[config.mk]
export PLATFORM = sky130hd
export DESIGN_NAME = ternary_weight_packer_core
export DESIGN_NICKNAME = d
export VERILOG_FILES = /design/src/hdl/twp_pkg.sv /design/src/hdl/twp_dpath.sv /design/src/hdl/twp_ctrl.sv /design/src/hdl/ternary_weight_packer_core.sv
export VERILOG_INCLUDE_DIRS = /design/src /design/src/hdl
export SDC_FILE = /design/constraint.sdc
export NUM_CORES = 1
export LEC_CHECK = 0
export ABC_AREA = 1
export BUFFER_PORTS_ARGS = -buffer_cell sky130_fd_sc_hd__buf_2
export CAP_MARGIN = 20
export CORE_MARGIN = 5
export CORE_UTILIZATION = 35
export DETAILED_ROUTE_END_ITERATION = 7
export PLACE_DENSITY_LB_ADDON = 0.05
export REMOVE_ABC_BUFFERS = 1
export SLEW_MARGIN = 20
export SYNTH_ARGS = -nofsm -noshare
export SYNTH_HDL_FRONTEND = slang
export SYNTH_SLANG_ARGS = --single-unit
[constraint.sdc]
create_clock -name clock -period 6.25 [get_ports clock]
set_input_delay 1.25 -clock clock [delete_from_list [all_inputs] [get_ports clock]]
set_output_delay 1.25 -clock clock [all_outputs]
set_load 0.01 [all_outputs]
[src/hdl/assert_macros.svh]
// Assertion macros shared by the RTL modules.
`ifndef ASSERT_MACROS_SVH
`define ASSERT_MACROS_SVH

`ifndef SYNTHESIS
`define ASSERT_SAME(label, clk, rst, ante, cons) \
   label: assert property (@(posedge clk) disable iff (rst) (ante) |-> (cons)) \
      else $error("%m: same-cycle check failed");
`define ASSERT_NEXT(label, clk, rst, ante, cons) \
   label: assert property (@(posedge clk) disable iff (rst) (ante) |=> (cons)) \
      else $error("%m: next-cycle check failed");
`else
`define ASSERT_SAME(label, clk, rst, ante, cons)
`define ASSERT_NEXT(label, clk, rst, ante, cons)
`endif

`endif

[src/hdl/twp_pkg.sv]
// Types and constants of the ternary weight packer.
package twp_pkg;

   localparam int WEIGHT_W       = 16;
   localparam int WORD_W         = 32;
   localparam int SCALE_W        = 16;
   localparam int CODES_PER_WORD = 16;
   localparam int SLOT_W         = $clog2(CODES_PER_WORD);
   localparam int QUOT_W         = 16;
   localparam int DCNT_W         = $clog2(QUOT_W);
   localparam int CFG_LEN_W      = 14;
   localparam int CFG_CNT_W      = 16;
   localparam int CSR_IDX_W      = 2;
   localparam int CSR_DATA_W     = 16;

   localparam logic [1:0] CODE_ZERO = 2'b00;
   localparam logic [1:0] CODE_POS  = 2'b01;
   localparam logic [1:0] CODE_NEG  = 2'b10;

   localparam logic KIND_WORD  = 1'b0;
   localparam logic KIND_SCALE = 1'b1;

   localparam logic [CSR_IDX_W-1:0] REG_ROW_LENGTH = 2'd0;
   localparam logic [CSR_IDX_W-1:0] REG_ROW_COUNT  = 2'd1;

   localparam logic [CFG_LEN_W-1:0] ROW_LENGTH_RESET = 14'd16;
   localparam logic [CFG_CNT_W-1:0] ROW_COUNT_RESET  = 16'd1;

   typedef enum logic [1:0] {
      ST_RUN,
      ST_DIV,
      ST_SCALE
   } twp_state_type;

   typedef struct packed {
      logic accept;
      logic div_step;
      logic load_scale;
   } twp_cmd_type;

   typedef struct packed {
      logic out_full;
      logic row_end;
      logic div_last;
   } twp_sts_type;

endpackage

[src/hdl/twp_dpath.sv]
// Datapath: config registers, code packing, row sums, scale divider, output register.
`include "assert_macros.svh"

module twp_dpath import twp_pkg::*; #(
   parameter int MAX_ROW_LENGTH = 8192
) (
   input  logic                        clock,
   input  logic                        reset,
   input  logic                        csr_valid,
   input  logic [CSR_IDX_W-1:0]        csr_index,
   input  logic [CSR_DATA_W-1:0]       csr_data,
   input  logic signed [WEIGHT_W-1:0]  req_weight,
   input  logic                        rsp_stall,
   input  twp_cmd_type                 cmd,
   output twp_sts_type                 sts,
   output logic                        rsp_valid,
   output logic                        rsp_item_kind,
   output logic [WORD_W-1:0]           rsp_packed_word,
   output logic [SCALE_W-1:0]          rsp_row_scale,
   output logic                        rsp_last_of_matrix
);

   localparam int COL_W = $clog2(MAX_ROW_LENGTH + 1);
   localparam int CMP_W = ((COL_W > CFG_LEN_W) ? COL_W : CFG_LEN_W) + 1;
   localparam int SUM_W = WEIGHT_W + COL_W;
   localparam int DVS_W = COL_W + QUOT_W - 1;
   localparam int DIV_W = (SUM_W > DVS_W) ? SUM_W : DVS_W;

   logic [CFG_LEN_W-1:0] row_length_ff;
   logic [CFG_CNT_W-1:0] row_count_ff;

   logic [COL_W-1:0]     col_ff, col_in;
   logic [WORD_W-1:0]    acc_ff, acc_in;
   logic [SUM_W-1:0]     sum_ff, sum_in;
   logic [COL_W-1:0]     nz_ff, nz_in;
   logic [CFG_CNT_W-1:0] row_ff, row_in;

   logic [DIV_W-1:0]     rem_ff, rem_in;
   logic [DIV_W-1:0]     dvs_ff;
   logic [QUOT_W-1:0]    quo_ff, quo_in;
   logic                 zero_ff;
   logic                 last_ff;
   logic [DCNT_W-1:0]    div_cnt_ff;

   logic                 out_valid_ff;
   logic                 out_kind_ff;
   logic [WORD_W-1:0]    out_word_ff;
   logic [SCALE_W-1:0]   out_scale_ff;
   logic                 out_last_ff;

   logic [CMP_W-1:0]     len_eff;
   logic [CMP_W-1:0]     col_next;
   logic                 row_end;
   logic [SLOT_W-1:0]    slot;
   logic                 word_emit;
   logic                 neg;
   logic [WEIGHT_W:0]    mag;
   logic [1:0]           code;
   logic [CFG_CNT_W:0]   rows_eff;
   logic [CFG_CNT_W:0]   row_plus;
   logic                 last_row;
   logic                 div_ge;

   always_comb begin
      if (row_length_ff == '0) begin
         len_eff = CMP_W'(1);
      end else if (CMP_W'(row_length_ff) > CMP_W'(MAX_ROW_LENGTH)) begin
         len_eff = CMP_W'(MAX_ROW_LENGTH);
      end else begin
         len_eff = CMP_W'(row_length_ff);
      end
      col_next  = CMP_W'(col_ff) + CMP_W'(1);
      row_end   = col_next >= len_eff;
      slot      = col_ff[SLOT_W-1:0];
      word_emit = (slot == SLOT_W'(CODES_PER_WORD - 1)) || row_end;

      neg = req_weight[WEIGHT_W-1];
      mag = neg ? ((WEIGHT_W+1)'(0) - {1'b1, req_weight}) : {1'b0, req_weight};
      if (req_weight == '0) begin
         code = CODE_ZERO;
      end else if (neg) begin
         code = CODE_NEG;
      end else begin
         code = CODE_POS;
      end

      acc_in = acc_ff | (WORD_W'(code) << {slot, 1'b0});
      sum_in = sum_ff + SUM_W'(mag);
      nz_in  = (code != CODE_ZERO) ? nz_ff + COL_W'(1) : nz_ff;
      col_in = col_next[COL_W-1:0];

      rows_eff = (row_count_ff == '0) ? (CFG_CNT_W+1)'(1) : {1'b0, row_count_ff};
      row_plus = {1'b0, row_ff} + (CFG_CNT_W+1)'(1);
      last_row = row_plus >= rows_eff;
      row_in   = last_row ? '0 : row_plus[CFG_CNT_W-1:0];

      div_ge = rem_ff >= dvs_ff;
      rem_in = div_ge ? rem_ff - dvs_ff : rem_ff;
      quo_in = {quo_ff[QUOT_W-2:0], div_ge};
   end

   always_ff @(posedge clock) begin
      if (reset) begin
         row_length_ff <= ROW_LENGTH_RESET;
         row_count_ff  <= ROW_COUNT_RESET;
         col_ff        <= '0;
         acc_ff        <= '0;
         sum_ff        <= '0;
         nz_ff         <= '0;
         row_ff        <= '0;
         div_cnt_ff    <= '0;
         out_valid_ff  <= 1'b0;
      end else begin
         if (csr_valid) begin
            case (csr_index)
               REG_ROW_LENGTH: begin
                  row_length_ff <= csr_data[CFG_LEN_W-1:0];
               end
               REG_ROW_COUNT: begin
                  row_count_ff <= csr_data[CFG_CNT_W-1:0];
               end
               default: begin
               end
            endcase
         end
         if (cmd.accept) begin
            if (row_end) begin
               col_ff <= '0;
               acc_ff <= '0;
               sum_ff <= '0;
               nz_ff  <= '0;
               row_ff <= row_in;
            end else begin
               col_ff <= col_in;
               acc_ff <= word_emit ? '0 : acc_in;
               sum_ff <= sum_in;
               nz_ff  <= nz_in;
            end
         end
         if (cmd.accept && row_end) begin
            div_cnt_ff <= '0;
         end else if (cmd.div_step) begin
            div_cnt_ff <= div_cnt_ff + DCNT_W'(1);
         end
         if ((cmd.accept && word_emit) || cmd.load_scale) begin
            out_valid_ff <= 1'b1;
         end else if (!rsp_stall) begin
            out_valid_ff <= 1'b0;
         end
      end
   end

   always_ff @(posedge clock) begin
      if (cmd.accept && row_end) begin
         rem_ff  <= DIV_W'(sum_in);
         dvs_ff  <= DIV_W'(nz_in) << (QUOT_W - 1);
         zero_ff <= nz_in == '0;
         last_ff <= last_row;
      end else if (cmd.div_step) begin
         rem_ff <= rem_in;
         dvs_ff <= dvs_ff >> 1;
         quo_ff <= quo_in;
      end
      if (cmd.accept && word_emit) begin
         out_kind_ff  <= KIND_WORD;
         out_word_ff  <= acc_in;
         out_scale_ff <= '0;
         out_last_ff  <= 1'b0;
      end else if (cmd.load_scale) begin
         out_kind_ff  <= KIND_SCALE;
         out_word_ff  <= '0;
         out_scale_ff <= zero_ff ? '0 : quo_ff;
         out_last_ff  <= last_ff;
      end
   end

   assign sts.out_full = out_valid_ff;
   assign sts.row_end  = row_end;
   assign sts.div_last = div_cnt_ff == DCNT_W'(QUOT_W - 1);

   assign rsp_valid          = out_valid_ff;
   assign rsp_item_kind      = out_kind_ff;
   assign rsp_packed_word    = out_word_ff;
   assign rsp_row_scale      = out_scale_ff;
   assign rsp_last_of_matrix = out_last_ff;

   `ASSERT_NEXT(a_scale_shown, clock, reset, cmd.load_scale,
                out_valid_ff && out_kind_ff == KIND_SCALE)
   `ASSERT_NEXT(a_div_restart, clock, reset, cmd.accept && row_end, div_cnt_ff == '0)

endmodule

[src/hdl/twp_ctrl.sv]
// Controller: input acceptance, row-end division sequencing, scale emission.
`include "assert_macros.svh"

module twp_ctrl import twp_pkg::*; (
   input  logic        clock,
   input  logic        reset,
   input  logic        req_valid,
   input  logic        rsp_stall,
   input  twp_sts_type sts,
   output logic        req_stall,
   output twp_cmd_type cmd
);

   twp_state_type state_ff, state_in;
   logic          out_blocked;

   always_ff @(posedge clock) begin
      if (reset) begin
         state_ff <= ST_RUN;
      end else begin
         state_ff <= state_in;
      end
   end

   always_comb begin
      out_blocked = sts.out_full && rsp_stall;
      state_in    = state_ff;
      req_stall   = 1'b1;
      cmd         = '0;
      case (state_ff)
         ST_RUN: begin
            req_stall  = out_blocked;
            cmd.accept = req_valid && !out_blocked;
            if (cmd.accept && sts.row_end) begin
               state_in = ST_DIV;
            end
         end
         ST_DIV: begin
            cmd.div_step = 1'b1;
            if (sts.div_last) begin
               state_in = ST_SCALE;
            end
         end
         ST_SCALE: begin
            if (!out_blocked) begin
               cmd.load_scale = 1'b1;
               state_in       = ST_RUN;
            end
         end
         default: begin
            state_in = ST_RUN;
         end
      endcase
   end

   `ASSERT_NEXT(a_row_end_divides, clock, reset,
                state_ff == ST_RUN && cmd.accept && sts.row_end, state_ff == ST_DIV)
   `ASSERT_NEXT(a_div_finishes, clock, reset,
                state_ff == ST_DIV && sts.div_last, state_ff == ST_SCALE)
   `ASSERT_NEXT(a_scale_returns, clock, reset, cmd.load_scale, state_ff == ST_RUN)
   `ASSERT_SAME(a_hold_while_busy, clock, reset, state_ff != ST_RUN, req_stall && !cmd.accept)

endmodule

[src/hdl/ternary_weight_packer_core.sv]
// Top level of the ternary weight packer.
// Weights enter one per cycle while req_stall is low, in row-major order, and leave as
// 2-bit ternary codes packed sixteen to a 32-bit word, each row closed by a zero-padded
// word and then the row scale (floor of sum |w| over the nonzero count, 0 for an all-zero
// row). Within a row a weight is taken every cycle while the result side keeps up;
// a single output register holds the pending result. At each row end a restoring divider
// produces one quotient bit per cycle, and then the scale is loaded into the output
// register once it is free. Registers: index 0 row_length, index 1 row_count; csr_ready is
// always high and writes belong between matrices or rows while nothing is in flight.
module ternary_weight_packer_core import twp_pkg::*; #(
   parameter int MAX_ROW_LENGTH = 8192
) (
   input  logic                        clock,
   input  logic                        reset,
   input  logic                        csr_valid,
   output logic                        csr_ready,
   input  logic [CSR_IDX_W-1:0]        csr_index,
   input  logic [CSR_DATA_W-1:0]       csr_data,
   input  logic                        req_valid,
   output logic                        req_stall,
   input  logic signed [WEIGHT_W-1:0]  req_weight,
   output logic                        rsp_valid,
   input  logic                        rsp_stall,
   output logic                        rsp_item_kind,
   output logic [WORD_W-1:0]           rsp_packed_word,
   output logic [SCALE_W-1:0]          rsp_row_scale,
   output logic                        rsp_last_of_matrix
);

   twp_cmd_type cmd;
   twp_sts_type sts;

   assign csr_ready = 1'b1;

   twp_ctrl u_ctrl (
      .clock     (clock),
      .reset     (reset),
      .req_valid (req_valid),
      .rsp_stall (rsp_stall),
      .sts       (sts),
      .req_stall (req_stall),
      .cmd       (cmd)
   );

   twp_dpath #(
      .MAX_ROW_LENGTH (MAX_ROW_LENGTH)
   ) u_dpath (
      .clock              (clock),
      .reset              (reset),
      .csr_valid          (csr_valid && csr_ready),
      .csr_index          (csr_index),
      .csr_data           (csr_data),
      .req_weight         (req_weight),
      .rsp_stall          (rsp_stall),
      .cmd                (cmd),
      .sts                (sts),
      .rsp_valid          (rsp_valid),
      .rsp_item_kind      (rsp_item_kind),
      .rsp_packed_word    (rsp_packed_word),
      .rsp_row_scale      (rsp_row_scale),
      .rsp_last_of_matrix (rsp_last_of_matrix)
   );

endmodule
; ---- Word-level counts from Yosys, hierarchy flattened
; Index checks and enable logic that the tools add are counted.
[totals]
reg_bits = 270
out_inout_bits = 53
[op_classes]
shift = 1
n_reduce_logical = 25
bitwise = 2
addsub = 7
order_cmp = 4
n_mux = 32
n_eq_ne = 9
[ops]
columns = op, n
row1 = $mux W32, 4
row2 = $mux W30, 4
row3 = $mux W14, 5
row4 = $mux W29, 2
row5 = $mux W16, 3
row6 = $logic_not A16 Y1, 2
row7 = $or A32 B32 Y32, 1
row8 = $shl A2 B5 Y32, 1
row9 = $add A30 B17 Y30, 1
row10 = $ge A30 B29 Y1, 1
row11 = $sub A30 B29 Y30, 1
row12 = $logic_not A14 Y1, 2
row13 = $add A16 B1 Y17 const B, 1
row14 = $ge A17 B17 Y1, 1
row15 = $mux W17, 1
row16 = $sub A1 B17 Y17 const A, 1
row17 = $add A14 B1 Y15 const B, 1
row18 = $ge A15 B14 Y1, 1
row19 = $add A14 B1 Y14 const B, 1
row20 = $gt A14 B14 Y1 const B, 1
row21 = $mux W2, 5
row22 = $reduce_and A2 Y1, 5
row23 = $eq A4 B4 Y1 const B, 2
row24 = $reduce_bool A2 Y1, 4
row25 = 14 further kinds, 29

; ---- Longest topological paths before layout
[logic_depth]
ltp_word = 8
ltp_mapped = 21
mapped_depth_nobuf = 20

; ---- Cells and area by module
; A second synthesis with hierarchy kept.
[hier_totals]
hier_cells = 2199
hier_area_um2 = 15718.8
[modules_own_cells]
columns = mod, area_each_um2, n_inst, cells_each
row1 = twp_dpath, 15566.2, 1, 2173
row2 = twp_ctrl, 141.4, 1, 24
row3 = ternary_weight_packer_core, 11.3, 1, 2

; ---- Worst setup path before layout
; No wires, ideal clock.
[synth_timing]
kind = register to register
from = register u_dpath.col_ff[2]
to = register u_dpath.out_word_ff[0], in the netlist u_dpath.rsp_packed_word[0], enable pin
arrival_time_ns = 3.382
setup_ns = 0.478
path_stages_with_launch = 18
n_path_buf = 2
synth_period_minus_slack_ns = 3.861
path_slack_ns = 2.389
cell_sequence = dfxtp_1 buf_4 nand2_1 nor2_1 inv_1 nor2_1 nand3_1 nor3_2 nand2_1 xnor2_1 ha_1 a21oi_1 nand2_1 nor2_1 nand2_2 o21ai_4 clkbuf_1 nand2_1
[synth_via]
elab_chain_len = 5
elab_cells_between_ends = 6
classes_between = add/sub (1) / order compare (1) / eq/ne (1) / reduce/logical (3)
[synth_rtl]
columns = element, line
row1 = from (decl), twp_dpath.sv:32  ; logic [COL_W-1:0] col_ff, col_in;
row2 = from (signal assigned), twp_dpath.sv:134  ; col_ff <= col_in;
row3 = $add A14 B1 Y15, twp_dpath.sv:72  ; col_next = CMP_W'(col_ff) + CMP_W'(1);
row4 = $ge A15 B14 Y1, twp_dpath.sv:73  ; row_end = col_next >= len_eff;
row5 = $logic_or A1 B1 Y1 (*), twp_dpath.sv:75  ; word_emit = (slot == SLOT_W'(CODES_PER_WORD - 1)) || row_end;
row6 = $logic_and A1 B1 Y1 (*), twp_dpath.sv:164  ; if (cmd.accept && word_emit) begin
row7 = $reduce_bool A2 Y1 (no source line) (*), n/a
row8 = to (signal assigned), twp_dpath.sv:166  ; out_word_ff <= acc_in;
row9 = to (decl), twp_dpath.sv:47  ; logic [WORD_W-1:0] out_word_ff;
; Every way passes the cells marked *; elsewhere a longest branch is shown, timed or not.
; A chain may end at the register's enable or synchronous reset.

; ---- Final worst setup path
[layout_timing]
from = register u_dpath.col_ff[0]
to = register u_dpath.dvs_ff[28], enable pin
[layout_via]
elab_chain_len = 4
[layout_rtl]
columns = element, line
row1 = $add A14 B1 Y15, twp_dpath.sv:72
row2 = $ge A15 B14 Y1, twp_dpath.sv:73
row3 = $logic_and A1 B1 Y1, twp_dpath.sv:154  ; if (cmd.accept && row_end) begin
row4 = $reduce_bool A2 Y1 (no source line), n/a
row5 = to (signal assigned), twp_dpath.sv:156  ; dvs_ff <= DIV_W'(nz_in) << (QUOT_W - 1);
row6 = to (signal assigned), twp_dpath.sv:161  ; dvs_ff <= dvs_ff >> 1;
row7 = to (decl), twp_dpath.sv:39  ; logic [DIV_W-1:0] dvs_ff;
; Every way passes these cells.

==> results.yml <==
run_status:
  status: "finished, final reports clean"
critical_path:
  cpMaxStageDelayCell: "nand2_1"
  crit_fanout: 34
  slowest_delay_ns: 0.54
  crit_chain: "inv_1, nor2_1, inv_1, nor2_1, nand3_1, nor3_2, nand2_1, xnor2_1, ha_1, a21oi_1, nand2_1, nor2_1, nand2_2, nand2_2, buf_4, nand2_1"
  worstSetupPathType: "reg -> reg"
  critPathLaunchType: "flip-flop"
  critPathBufInv: 3
  crit_family: "simple AND/OR/NAND/NOR gates"
  critPathArrivalTime_ns: 4.42
  end_kind: "flip-flop"
  cp.required_ns: 6.39
sta:
  tightest_slew_ns: 1.04
  layout_setup_ws_ns: 1.98
  hold_viol: 0
  finalCritPeriodShare_pct: 68.4
  rsz0062_at_grt: "no"
  drv_slew: 0
  skew_ns: 0.0300
  tns_ns: 0
  slew_headroom_pct: 30.6
  fmax_mhz: 234
  min_period_ns: 4.27
  setup_viol: 0
clocking:
  clkTransAtPathRegs_ns: 0.06
  cts_made_buffers: 35
  cts_hold_buf: 0
  clock_path_buffers: 3
  clk-insertion-delay-late_ns: 0.55
  clock_sink_count: 270
  cts_resized: 0
  post-cts-setup-buffers: 0
  cts_max_level: 2
  tritoncts: "yes"
  cts_root_buf: "clkbuf_16"
route:
  viasPerCell: 4.90
  drc: 0
  drt_first_pass_iters: 5
  vias: 13876
  antenna_left: 0
  routed_wl_um: 44900
  drtIter0Drc: 904
  wl_per_cell_um: 15.9
global_route:
  grt_usage_pct: 17.8
  antenna_found_initial: 0
  grt_pass1_vias: 13229
  overflow: 0
  grt_max_degree: 58
  grt_pass1_wl_um: 72000
synthesis:
  synthFlopType: "dfxtp_1"
  synth_edf_count: 94
  netlist_area_sq_um: 15600
  async_flop_share_pct: 0
  ys_seq_area_share_pct: 40.8
  ys_seq_elements: 270
  syn_inst: 2143
  synth_warnings: 0
  synth.distinct_cells: 41
  avgSynthCellArea_sq_um: 7.27
die:
  core_area_sq_um: 44100
  rows: 77
  die_w_um: 221
  start_util_pct: 35.3
  io_pins: 92
  die_h_um: 221
  die-area_sq_um: 48800
placed_design:
  portBuffers: 90
  gp_congestion: 0.880
  placed_area_sq_um: 16600
  place_ws_ns: 1.84
  post-dp-hpwl_um: 33700
layout:
  syn_to_final_growth_pct: 13.8
  nNetsFinal: 2335
  num_antenna_cells: 0
  drive_above_1_share_pct: 8.26
  design_area_sq_um: 17700
run:
  cap_violations: 0
power:
  p_per_area_nw_per_um2: 328
  vdd_ir_drop_max_mv: 0.192
  p_leak_nw: 7.54
hold_path:
  worstHoldPathType: "reg -> reg"
==> metal layers <==
layer | GRT usage, % | routed length, um
met2 | 28.5 | 20300
met1 | 25.3 | 21800
met3 | 3.29 | 2030
met5 | 0 | 0
met4 | 4.00 | 762
==> cell usage in the layout (no fill, tap or decap), types with 4 or more instances in the layout <==
cell / count
nand2_1: 514
nor2_1: 259
inv_1: 258
dfxtp_1: 176
a21oi_1: 172
o21ai_0: 151
nand3_1: 114
edfxtp_1: 94
buf_2: 90
ha_1: 81
xor2_1: 66
clkbuf_16: 36
nor3_1: 34
nand4_1: 28
xnor2_1: 18
nor4_1: 16
a211oi_1: 15
buf_4: 12
clkinv_2: 8
nand3b_1: 7
or2_2: 7
o22ai_1: 7
a21o_1: 6
a31oi_1: 6
clkbuf_8: 6
o21a_1: 5
nand2_2: 5
o21bai_1: 5
clkbuf_1: 4
==> synthesized netlist by cell type, types with 3 or more instances <==
library cell	number	area share (%)
a31oi_1	6	0.24
dfxtp_1	176	23
buf_4	3	0.14
nand3b_1	7	0.34
xnor2_1	18	1.0
a21oi_1	172	5.5
nand2_1	515	12
buf_2	17	0.55
o22ai_1	7	0.28
inv_1	258	6.2
o21a_1	5	0.24
nor3_2	3	0.19
or2_2	7	0.28
nand4_1	28	1.1
clkbuf_1	48	1.2
a21boi_0	3	0.14
a211oi_1	15	0.72
nand2_2	4	0.16
o21bai_1	5	0.24
ha_1	81	6.5
inv_2	4	0.096
nor3_1	34	1.1
a21o_1	6	0.29
o21ai_0	151	4.9
xor2_1	66	3.7
o211ai_1	3	0.14
nand3_1	115	3.7
edfxtp_1	94	18
nor4_1	16	0.64
nor2_1	260	6.3
==> final timing paths <==
kind | from | endpoint | slack, ns | cells past startpoint
worst min register to register | u_dpath.quo_ff[14] | u_dpath.quo_ff[15] | 0.45 | 0
worst max register to register | u_dpath.col_ff[0] | u_dpath.dvs_ff[28] | 1.98 | 16
worst min-delay path | u_dpath.quo_ff[14] | u_dpath.quo_ff[15] | 0.45 | 0
worst max-delay path | u_dpath.col_ff[0] | u_dpath.dvs_ff[28] | 1.98 | 16
==> per-stage QoR <==
step           hold slack, ns  power [W]  cells  util (%)
6_report                0.451    0.00581   2831      40.2
5_1_grt                 0.456    0.00618   2831      40.2
4_1_cts                 0.449    0.00589   2831      40.2
3_5_place_dp            0.436    0.00383   2768      37.6
3_3_place_gp            0.431    0.00383   2768      37.6
2_1_floorplan           0.426    0.00330   2074         -
==> final cells by class <==
| class | count | area (sq um) |
|---|---|---|
| flip-flops and latches | 270 | 6350 |
| fillers | 4677 | 26400 |
| clock inverters | 17 | 144 |
| well taps | 592 | 741 |
| repair buffers | 102 | 541 |
| clock buffers | 46 | 998 |
| multi-input cells | 1542 | 7970 |
| inverters | 262 | 985 |
==> sequential cells by signal, summed over array words and instances (netlist names) <==
name                        cells
u_dpath.col_ff                 14
u_dpath.row_length_ff          14
u_dpath.rsp_valid               1
u_ctrl.state_ff                 2
u_dpath.dvs_ff                 29
u_dpath.rsp_item_kind           1
u_dpath.acc_ff                 32
u_dpath.zero_ff                 1
u_dpath.rsp_last_of_matrix      1
u_dpath.rsp_row_scale          16
u_dpath.nz_ff                  14
u_dpath.row_count_ff           16
u_dpath.row_ff                 16
u_dpath.rsp_packed_word        32
u_dpath.div_cnt_ff              4
u_dpath.rem_ff                 30
u_dpath.last_ff                 1
u_dpath.sum_ff                 30
u_dpath.quo_ff                 16
==> cell families (layout without fill, tap and decap cells) <==
kind of cell | count (synthesis) | in the layout | share of synthesized area, %
compound gates | 378 | 378 | 13.0
xor+xnor | 84 | 84 | 4.72
fa+ha+maj | 83 | 83 | 6.77
buf+inv | 331 | 427 | 8.19
flops | 270 | 270 | 40.8
other cells | 2 | 2 | 0.0482
simple gates | 995 | 995 | 26.5
==> power breakdown <==
part           internal (W)  switching [W]
registers           0.00206       0.000104
logic              0.000550        0.00108
clock network       0.00118       0.000830
total               0.00379        0.00202
No activity file was read; power rests on OpenSTA's default activity.
